--- src/rtl/core/font_glyph_pixel_renderer_unit_assert.svh ---
// Assertion macros for the font glyph pixel renderer.
// Self-contained; included by the top level after its port list.
`ifndef FONT_GLYPH_PIXEL_RENDERER_UNIT_ASSERT_SVH
`define FONT_GLYPH_PIXEL_RENDERER_UNIT_ASSERT_SVH

`ifndef NO_ASSERTIONS
// Same-cycle implication, checked outside reset.
`define FGPR_ASSERT_IMPLIES(label, clk, rst, ante, cons, msg) \
   label: assert property (@(posedge clk) disable iff (rst) (ante) |-> (cons)) \
      else $error(msg);
// Next-cycle implication, checked outside reset.
`define FGPR_ASSERT_NEXT(label, clk, rst, ante, cons, msg) \
   label: assert property (@(posedge clk) disable iff (rst) (ante) |=> (cons)) \
      else $error(msg);
`else
`define FGPR_ASSERT_IMPLIES(label, clk, rst, ante, cons, msg)
`define FGPR_ASSERT_NEXT(label, clk, rst, ante, cons, msg)
`endif

`endif

--- src/rtl/core/fgpr_pkg.sv ---
// Shared types and constants of the font glyph pixel renderer.
// No dependencies; imported by font_glyph_pixel_renderer_unit.
package fgpr_pkg;

   localparam int SCREEN_COLUMNS = 128;

   localparam logic [7:0] FIRST_CODE = 8'h20;
   localparam logic [7:0] LAST_CODE  = 8'h5A;

   localparam int GLYPH_COLS = 5;
   localparam int GLYPH_ROWS = 7;
   localparam int GLYPH_BITS = GLYPH_COLS * GLYPH_ROWS;

   localparam int ROM_DEPTH  = 295;
   localparam int ROM_ADDR_W = $clog2(ROM_DEPTH);

   // configuration register indexes
   localparam int CSR_INDEX_W = 1;
   localparam logic [CSR_INDEX_W-1:0] CSR_PIXEL_COLOR = 1'b0;
   localparam logic [CSR_INDEX_W-1:0] CSR_SCALE       = 1'b1;

   localparam logic [15:0] PIXEL_COLOR_RESET = 16'hFFFF;
   localparam logic [3:0]  SCALE_RESET       = 4'd1;

   typedef enum logic [1:0] {
      ST_IDLE,
      ST_LOAD,
      ST_WALK,
      ST_ADVANCE
   } fgpr_state_type;

   // 5x7 font, one byte per column, bit 0 is the top row; codes space to 'Z'
   localparam logic [7:0] GLYPH_ROM [ROM_DEPTH] = '{
      8'h00, 8'h00, 8'h00, 8'h00, 8'h00, 8'h00, 8'h00, 8'h5F, 8'h00, 8'h00,
      8'h00, 8'h07, 8'h00, 8'h07, 8'h00, 8'h14, 8'h7F, 8'h14, 8'h7F, 8'h14,
      8'h24, 8'h2A, 8'h7F, 8'h2A, 8'h12, 8'h23, 8'h13, 8'h08, 8'h64, 8'h62,
      8'h36, 8'h49, 8'h55, 8'h22, 8'h50, 8'h00, 8'h05, 8'h03, 8'h00, 8'h00,
      8'h00, 8'h1C, 8'h22, 8'h41, 8'h00, 8'h00, 8'h41, 8'h22, 8'h1C, 8'h00,
      8'h08, 8'h2A, 8'h1C, 8'h2A, 8'h08, 8'h08, 8'h08, 8'h3E, 8'h08, 8'h08,
      8'h00, 8'h50, 8'h30, 8'h00, 8'h00, 8'h08, 8'h08, 8'h08, 8'h08, 8'h08,
      8'h00, 8'h60, 8'h60, 8'h00, 8'h00, 8'h20, 8'h10, 8'h08, 8'h04, 8'h02,
      8'h3E, 8'h51, 8'h49, 8'h45, 8'h3E, 8'h00, 8'h42, 8'h7F, 8'h40, 8'h00,
      8'h42, 8'h61, 8'h51, 8'h49, 8'h46, 8'h21, 8'h41, 8'h45, 8'h4B, 8'h31,
      8'h18, 8'h14, 8'h12, 8'h7F, 8'h10, 8'h27, 8'h45, 8'h45, 8'h45, 8'h39,
      8'h3C, 8'h4A, 8'h49, 8'h49, 8'h30, 8'h01, 8'h71, 8'h09, 8'h05, 8'h03,
      8'h36, 8'h49, 8'h49, 8'h49, 8'h36, 8'h06, 8'h49, 8'h49, 8'h29, 8'h1E,
      8'h00, 8'h36, 8'h36, 8'h00, 8'h00, 8'h00, 8'h56, 8'h36, 8'h00, 8'h00,
      8'h00, 8'h08, 8'h14, 8'h22, 8'h41, 8'h14, 8'h14, 8'h14, 8'h14, 8'h14,
      8'h41, 8'h22, 8'h14, 8'h08, 8'h00, 8'h02, 8'h01, 8'h51, 8'h09, 8'h06,
      8'h32, 8'h49, 8'h79, 8'h41, 8'h3E, 8'h7E, 8'h11, 8'h11, 8'h11, 8'h7E,
      8'h7F, 8'h49, 8'h49, 8'h49, 8'h36, 8'h3E, 8'h41, 8'h41, 8'h41, 8'h22,
      8'h7F, 8'h41, 8'h41, 8'h22, 8'h1C, 8'h7F, 8'h49, 8'h49, 8'h49, 8'h41,
      8'h7F, 8'h09, 8'h09, 8'h01, 8'h01, 8'h3E, 8'h41, 8'h41, 8'h51, 8'h72,
      8'h7F, 8'h08, 8'h08, 8'h08, 8'h7F, 8'h00, 8'h41, 8'h7F, 8'h41, 8'h00,
      8'h20, 8'h40, 8'h41, 8'h3F, 8'h01, 8'h7F, 8'h08, 8'h14, 8'h22, 8'h41,
      8'h7F, 8'h40, 8'h40, 8'h40, 8'h40, 8'h7F, 8'h02, 8'h04, 8'h02, 8'h7F,
      8'h7F, 8'h04, 8'h08, 8'h10, 8'h7F, 8'h3E, 8'h41, 8'h41, 8'h41, 8'h3E,
      8'h7F, 8'h09, 8'h09, 8'h09, 8'h06, 8'h3E, 8'h41, 8'h51, 8'h21, 8'h5E,
      8'h7F, 8'h09, 8'h19, 8'h29, 8'h46, 8'h46, 8'h49, 8'h49, 8'h49, 8'h31,
      8'h01, 8'h01, 8'h7F, 8'h01, 8'h01, 8'h3F, 8'h40, 8'h40, 8'h40, 8'h3F,
      8'h1F, 8'h20, 8'h40, 8'h20, 8'h1F, 8'h3F, 8'h40, 8'h38, 8'h40, 8'h3F,
      8'h63, 8'h14, 8'h08, 8'h14, 8'h63, 8'h03, 8'h04, 8'h78, 8'h04, 8'h03,
      8'h61, 8'h51, 8'h49, 8'h45, 8'h43
   };

endpackage

--- src/rtl/core/font_glyph_pixel_renderer_unit.sv ---
// Top level of the font glyph pixel renderer: 5x7 character generator.
// Depends on fgpr_pkg and font_glyph_pixel_renderer_unit_assert.svh.

// Each request carries one character code. Printable codes (space to 'Z')
// are drawn at the text cursor as one response per set font pixel: a filled
// square of side "scale" at (cursor_x + col*scale, cursor_y + row*scale)
// modulo 256, in pixel_color; tlast marks the last square of a character.
// Pixels come column by column, top row first. After a printable character
// the cursor moves right by 6*scale and wraps to column 0, 8*scale lower,
// once it passes SCREEN_COLUMNS - 6*scale. With new_string set the cursor is
// first loaded from the origin fields, even for a code that draws nothing.
// One request is processed at a time. A printable code is accepted, its five
// font columns are fetched through the one read port of the synchronous font
// ROM, then the walk takes one glyph position per cycle up to the last set
// pixel (at most 35 positions, stalled while the response register is full),
// sees the glyph empty and moves the cursor. The last response may still
// wait in the response register while the next request is accepted.
// Configuration writes are always taken (csr_ready is high) and must only
// happen while the block is idle.
module font_glyph_pixel_renderer_unit (
   input  logic                              clock,
   input  logic                              reset,
   // request channel
   input  logic                              req_tvalid,
   output logic                              req_tready,
   input  logic [23:0]                       req_tdata,  // char_code, origin_x, origin_y
   input  logic                              req_tuser,  // new_string
   // response channel
   output logic                              rsp_tvalid,
   input  logic                              rsp_tready,
   output logic [39:0]                       rsp_tdata,  // block_x, block_y, block_size,
                                                         // block_color, 4 zero bits
   output logic                              rsp_tlast,  // last_of_char
   // configuration write channel
   input  logic                              csr_valid,
   output logic                              csr_ready,
   input  logic [fgpr_pkg::CSR_INDEX_W-1:0]  csr_index,
   input  logic [15:0]                       csr_data
);
   import fgpr_pkg::*;

   // configuration
   logic [15:0] pixel_color_ff;
   logic [3:0]  scale_ff;

   // cursor and sequencing
   fgpr_state_type state_ff, state_in;
   logic [7:0]  cursor_x_ff, cursor_y_ff;
   logic [ROM_ADDR_W-1:0] base_ff;
   logic [2:0]  ld_cnt_ff;
   logic [GLYPH_BITS-1:0] glyph_ff;
   logic [2:0]  row_ff;
   logic [7:0]  col_off_ff, row_off_ff;

   // font ROM read port
   logic [ROM_ADDR_W-1:0] rom_addr;
   logic [7:0]  rom_q_ff;

   // response register
   logic        rsp_valid_ff;
   logic [7:0]  rsp_x_ff, rsp_y_ff;
   logic [3:0]  rsp_size_ff;
   logic [15:0] rsp_color_ff;
   logic        rsp_last_ff;

   // request fields
   logic [7:0]  req_code, req_origin_x, req_origin_y;
   logic        req_accept, printable;
   logic [7:0]  code_offset;

   // control
   logic        out_free, glyph_empty, walk_step, emit, load_done;
   logic [7:0]  scale_ext;
   logic [6:0]  six_s, eight_s;
   logic [7:0]  next_x;
   logic signed [9:0] wrap_limit;
   logic        wrap;

   assign req_code     = req_tdata[7:0];
   assign req_origin_x = req_tdata[15:8];
   assign req_origin_y = req_tdata[23:16];
   assign req_accept   = req_tvalid && req_tready;
   assign printable    = (req_code >= FIRST_CODE) && (req_code <= LAST_CODE);
   assign code_offset  = req_code - FIRST_CODE;

   assign csr_ready = 1'b1;

   assign scale_ext = {4'b0000, scale_ff};
   assign six_s     = {1'b0, scale_ff, 2'b00} + {2'b00, scale_ff, 1'b0};
   assign eight_s   = {scale_ff, 3'b000};

   assign out_free    = !rsp_valid_ff || rsp_tready;
   assign glyph_empty = (glyph_ff == '0);
   assign load_done   = (ld_cnt_ff == 3'(GLYPH_COLS));

   // cursor move after a glyph: compare as signed; the limit stays positive for every scale
   assign next_x     = cursor_x_ff + {1'b0, six_s};
   assign wrap_limit = 10'(SCREEN_COLUMNS) - {3'b000, six_s};
   assign wrap       = $signed({2'b00, next_x}) > wrap_limit;

   // next state
   always_comb begin
      state_in = state_ff;
      case (state_ff)
         ST_IDLE: begin
            if (req_accept && printable) state_in = ST_LOAD;
         end
         ST_LOAD: begin
            if (load_done) state_in = ST_WALK;
         end
         ST_WALK: begin
            if (glyph_empty) state_in = ST_ADVANCE;
         end
         ST_ADVANCE: state_in = ST_IDLE;
         default:    state_in = ST_IDLE;
      endcase
   end

   // state outputs
   always_comb begin
      req_tready = 1'b0;
      walk_step  = 1'b0;
      case (state_ff)
         ST_IDLE: req_tready = 1'b1;
         ST_WALK: walk_step  = !glyph_empty && (!glyph_ff[0] || out_free);
         default: begin
            req_tready = 1'b0;
            walk_step  = 1'b0;
         end
      endcase
   end

   assign emit = walk_step && glyph_ff[0];

   always_ff @(posedge clock) begin
      if (reset) begin
         state_ff <= ST_IDLE;
      end else begin
         state_ff <= state_in;
      end
   end

   // configuration registers
   always_ff @(posedge clock) begin
      if (reset) begin
         pixel_color_ff <= PIXEL_COLOR_RESET;
         scale_ff       <= SCALE_RESET;
      end else if (csr_valid && csr_ready) begin
         case (csr_index)
            CSR_PIXEL_COLOR: pixel_color_ff <= csr_data;
            CSR_SCALE:       scale_ff       <= csr_data[3:0];
            default: begin
               pixel_color_ff <= pixel_color_ff;
               scale_ff       <= scale_ff;
            end
         endcase
      end
   end

   // cursor: load from origin on a new string, move after a printable glyph
   always_ff @(posedge clock) begin
      if (reset) begin
         cursor_x_ff <= '0;
         cursor_y_ff <= '0;
      end else if (req_accept && req_tuser) begin
         cursor_x_ff <= req_origin_x;
         cursor_y_ff <= req_origin_y;
      end else if (state_ff == ST_ADVANCE) begin
         if (wrap) begin
            cursor_x_ff <= '0;
            cursor_y_ff <= cursor_y_ff + {1'b0, eight_s};
         end else begin
            cursor_x_ff <= next_x;
         end
      end
   end

   // font ROM: issue column reads while loading; the data is registered and arrives in the following cycle
   always_comb begin
      if (ld_cnt_ff < 3'(GLYPH_COLS)) begin
         rom_addr = base_ff + ROM_ADDR_W'(ld_cnt_ff);
      end else begin
         rom_addr = base_ff;
      end
   end

   always_ff @(posedge clock) begin
      rom_q_ff <= GLYPH_ROM[rom_addr];
   end

   // glyph fetch and walk: columns shift in from the top, walk shifts out from bit 0
   always_ff @(posedge clock) begin
      if (req_accept) begin
         // base address is offset * 5
         base_ff   <= {code_offset[6:0], 2'b00} + {2'b00, code_offset[6:0]};
         ld_cnt_ff <= '0;
      end else if (state_ff == ST_LOAD) begin
         ld_cnt_ff <= ld_cnt_ff + 3'd1;
         if (ld_cnt_ff != 3'd0) begin
            glyph_ff <= {rom_q_ff[GLYPH_ROWS-1:0], glyph_ff[GLYPH_BITS-1:GLYPH_ROWS]};
         end
         row_ff     <= '0;
         col_off_ff <= '0;
         row_off_ff <= '0;
      end else if (walk_step) begin
         glyph_ff <= glyph_ff >> 1;
         if (row_ff == 3'(GLYPH_ROWS - 1)) begin
            row_ff     <= '0;
            row_off_ff <= '0;
            col_off_ff <= col_off_ff + scale_ext;
         end else begin
            row_ff     <= row_ff + 3'd1;
            row_off_ff <= row_off_ff + scale_ext;
         end
      end
   end

   // response register
   always_ff @(posedge clock) begin
      if (reset) begin
         rsp_valid_ff <= 1'b0;
      end else if (emit) begin
         rsp_valid_ff <= 1'b1;
      end else if (rsp_tready) begin
         rsp_valid_ff <= 1'b0;
      end
   end

   always_ff @(posedge clock) begin
      if (emit) begin
         rsp_x_ff     <= cursor_x_ff + col_off_ff;
         rsp_y_ff     <= cursor_y_ff + row_off_ff;
         rsp_size_ff  <= scale_ff;
         rsp_color_ff <= pixel_color_ff;
         // last block when no set pixel remains beyond this one
         rsp_last_ff  <= (glyph_ff[GLYPH_BITS-1:1] == '0);
      end
   end

   assign rsp_tvalid = rsp_valid_ff;
   assign rsp_tdata  = {4'b0000, rsp_color_ff, rsp_size_ff, rsp_y_ff, rsp_x_ff};
   assign rsp_tlast  = rsp_last_ff;

`include "font_glyph_pixel_renderer_unit_assert.svh"

   `FGPR_ASSERT_IMPLIES(a_emit_needs_room, clock, reset, emit, out_free, "block emitted into a full response register")
   `FGPR_ASSERT_NEXT(a_last_empties_glyph, clock, reset, emit && (glyph_ff[GLYPH_BITS-1:1] == '0), glyph_ff == '0, "pixels left after last block")
   `FGPR_ASSERT_NEXT(a_cursor_held_in_walk, clock, reset, state_ff == ST_WALK, $stable(cursor_x_ff) && $stable(cursor_y_ff), "cursor moved during glyph walk")

endmodule

--- config.mk ---
export PLATFORM = sky130hd
export DESIGN_NAME = font_glyph_pixel_renderer_unit
export DESIGN_NICKNAME = d
export VERILOG_FILES = /design/src/rtl/core/fgpr_pkg.sv /design/src/rtl/core/font_glyph_pixel_renderer_unit.sv
export VERILOG_INCLUDE_DIRS = /design/src /design/src/rtl/core
export SDC_FILE = /design/constraint.sdc
export NUM_CORES = 1
export LEC_CHECK = 0
export ABC_AREA = 1
export BUFFER_PORTS_ARGS = -buffer_cell sky130_fd_sc_hd__buf_2
export CAP_MARGIN = 20
export CORE_AREA = 2 2 127 160
export CTS_CLUSTER_DIAMETER = 80
export DETAILED_ROUTE_END_ITERATION = 12
export DIE_AREA = 0 0 129 162
export PLACE_DENSITY_LB_ADDON = 0.1
export SLEW_MARGIN = 10
export SYNTH_ARGS = -nofsm -noshare
export SYNTH_HDL_FRONTEND = slang
export SYNTH_SLANG_ARGS = --single-unit
--- constraint.sdc ---
create_clock -name clock -period 5.3 [get_ports clock]
set_clock_uncertainty 0.2 [all_clocks]
set_input_delay 1.06 -clock clock [delete_from_list [all_inputs] [get_ports clock]]
set_output_delay 1.06 -clock clock [all_outputs]
set_load 0.02 [all_outputs]
==> impl_metrics.py <==
metrics = {
    "floorplanning": {
        "io_pins": 91,
        "initial_core_util_pct": 54.3,
        "die_x_um": 129,
        "std_cell_rows": 57,
        "core_um2": 19300,
        "die_h_um": 162,
        "die_area_um2": 20900,
    },
    "drt": {
        "drtPass1Iterations": 5,
        "via_count": 9916,
        "wire_per_inst_um": 17.2,
        "drtAntennaViolNets": 0,
        "vias_per_cell": 5.56,
        "drt_iter0_drc": 853,
        "finalWirelength_um": 30700,
        "drc_errors": 0,
    },
    "setup_path": {
        "required_ps": 5410,
        "cp_max_fo": 11,
        "critPathLaunchType": "flop",
        "crit_slowest_cell": "o21ai_0",
        "crit_path_end_kind": "flop",
        "crit_type": "flop to flop",
        "cp_cell_sequence": "ha_1 > fa_1 > xor2_1 > inv_1 > ha_1 > nand2_1 > o21ai_0 > nand2_1 > a21oi_1 > nor2_1 > xor2_1 > ha_1 > nand2_1 > o21ai_0 > a21oi_1 > o21ai_0 > nand2_1 > o21ai_0 > a21oi_1",
        "rr_startpoint": "scale_ff[0]$_SDFFE_PP1P_",
        "crit_end": "cursor_y_ff[7]$_SDFFE_PP0P_",
        "critPathTopFamily": "compound AO/OA/AOI/OAI gates",
        "r2r_end": "cursor_y_ff[7]$_SDFFE_PP0P_",
        "critPathMaxStageDelay_ps": 480,
        "cp.depth": 19,
        "crit_arrival_ps": 4780,
        "critical_path_buf_inv_count": 1,
        "reg2reg_depth": 19,
        "reg2reg_setup_slack_ps": 640,
        "crit_start": "scale_ff[0]$_SDFFE_PP1P_",
    },
    "power_and_ir_drop": {
        "peakVddDrop_mv": 0.487,
        "p_leak_nw": 5.69,
        "powerDensity_nw_per_um2": 592,
    },
    "global_route": {
        "grt_overflow": 0,
        "grt_pass1_vias": 9615,
        "grt_pass1_wl_um": 49100,
        "grtUsageTotal_pct": 30.1,
        "grt_max_degree": 69,
        "grt_antenna_before_repair": 0,
    },
    "placement": {
        "place.gp.congestion": 1.02,
        "pre_cts_ws_ps": 746,
        "io_buffers": 85,
        "dp_hpwl_um": 22700,
    },
    "clocking": {
        "htree_levels": 4,
        "clockBufferDepth": 2,
        "ctsHoldBuffers": 0,
        "worstSkewPairLatency_ps": 430,
        "root_buffer": "clkbuf_16",
        "cts_sinks": 149,
        "cts.clk_slew.worst_paths_ps": 70,
        "cts_made_buffers": 17,
        "cts_tree": "yes",
        "postCtsSetupBuffers": 0,
        "cts_resized": 0,
    },
    "timing": {
        "maxSlewHeadroom_pct": 31.1,
        "fin_crit_sh_pct": 88.0,
        "slew_viol_final": 0,
        "setup_viol": 0,
        "tightest_slew_ps": 1030,
        "holdWs_ps": 232,
        "fin_crit_ps": 4660,
        "fin_setup_tns_ps": 0,
        "fmax_mhz": 214,
        "setup_slack_ps": 636,
        "hold_viol": 0,
        "rsz0062_at_grt": "false",
    },
    "synth": {
        "syn_area_um2": 10500,
        "syn_inst": 1437,
        "ys_seq_elements": 149,
        "synth.distinct_cells": 45,
        "syn_avg_cell_area_um2": 7.30,
        "ys_seq_area_share_pct": 38.0,
        "synthArstFlopShare_pct": 0,
        "synth_edf_count": 100,
        "synthFlopType": "edfxtp_1",
        "yosysWarnings": 0,
    },
    "layout": {
        "area_growth_pct": 11.1,
        "nets": 1631,
        "antennaDiodeCount": 0,
        "drive_above_1_share_pct": 11.0,
        "nFillCells": 1860,
        "fin_util_pct": 60.3,
    },
    "run_status": {
        "status": "completed",
    },
    "run": {
        "cap_violations": 0,
    },
    "min_path": {
        "worstHoldPathType": "flop to flop",
        "hold_path_depth": 0,
    },
}
## layout make-up
| class | instances | area, um^2 | share of cell area [%] |
|---|---|---|---|
| inverter | 112 | 420 | 3.60 |
| sequential | 149 | 3980 | 34.2 |
| multi-input combinational | 1127 | 5800 | 49.8 |
| clock buffer | 17 | 425 | 3.65 |
| timing repair buffer | 97 | 515 | 4.42 |
| clock inverter | 15 | 181 | 1.56 |
| tap | 265 | 332 | 2.84 |
## cells in the mapped netlist (10+ instances only)
cell type,number,area [um^2]
buf_2,14,70.1
xnor2_1,11,96.3
xor2_1,27,236
nand3_1,127,636
nand2_2,12,75.1
nand2_1,581,2180
edfxtp_1,100,3000
nor2_1,85,319
a21oi_1,70,350
ha_1,71,888
inv_1,103,387
dfxtp_1,49,981
buf_4,13,97.6
clkbuf_1,19,71.3
o21ai_0,53,265
nor4_1,10,62.6
## power breakdown
| group | total (W) | internal (W) | switching, W |
|---|---|---|---|
| logic | 0.00384 | 0.00110 | 0.00274 |
| registers | 0.00184 | 0.00165 | 0.000189 |
| clock network | 0.00123 | 0.000676 | 0.000553 |
| total | 0.00691 | 0.00343 | 0.00348 |
## metrics by stage
| stage | std cells | cell area [um^2] | total power, W |
|---|---|---|---|
| 6_report | 1782 | 11700 | 0.00691 |
| 5_1_grt | 1782 | 11700 | 0.00744 |
| 4_1_cts | 1782 | 11700 | 0.00686 |
| 3_5_place_dp | 1750 | 11100 | 0.00560 |
| 3_3_place_gp | 1750 | 11100 | 0.00560 |
| 2_1_floorplan | 1440 | 10500 | 0.00457 |
## cells in the final DEF, fill, tap and decap left out, drive strengths merged, types with 10 or more instances in the layout
master  Yosys  routed
a21oi      70      70
buf        33      97
clkbuf     19      17
dfxtp      49      49
edfxtp    100     100
ha         71      71
inv       110     118
nand2     594     594
nand3     128     128
nor2       91      91
nor4       10      10
o21ai      57      57
xnor2      11      11
xor2       28      28
## state kept, by name, indices dropped and copies added (netlist names), 8 cells and up
signal          flops
row_off_ff          8
cursor_y_ff         8
pixel_color_ff     16
rsp_y_ff            8
rsp_x_ff            8
base_ff             9
glyph_ff           35
cursor_x_ff         8
rsp_color_ff       16
col_off_ff          8
## kinds of logic (layout without fill, tap and decap cells)
logic type	Yosys count	in the layout	share of synthesized area (%)
flops	149	149	38.0
xor+xnor	39	39	3.43
buf+inv	164	241	6.89
fa+ha+maj	80	80	10.2
other cells	2	5	0.0716
compound gates	158	158	8.27
simple gates	845	845	33.2
## how the worst min path moves through the flow
stage,start,end,slack [ps]
2_1_floorplan,pixel_color_ff[0]$_SDFFE_PP1P_,rsp_color_ff[0]$_DFFE_PP_,210
3_3_place_gp,pixel_color_ff[15]$_SDFFE_PP1P_,rsp_color_ff[15]$_DFFE_PP_,210
3_5_place_dp,pixel_color_ff[14]$_SDFFE_PP1P_,rsp_color_ff[14]$_DFFE_PP_,220
4_1_cts,pixel_color_ff[14]$_SDFFE_PP1P_,rsp_color_ff[14]$_DFFE_PP_,230
5_1_grt,pixel_color_ff[10]$_SDFFE_PP1P_,rsp_color_ff[10]$_DFFE_PP_,240
6_report,pixel_color_ff[9]$_SDFFE_PP1P_,rsp_color_ff[9]$_DFFE_PP_,230
## routing by layer
metal	part of all wire, %	global-route usage (%)	vias to the layer above
li1	-	-	4846
met3	5.9	3.59	119
met2	49	52.8	429
met5	0	0	-
met1	39	35.3	4522
met4	5.9	17.5	0
(Power assumes the default switching activity.)
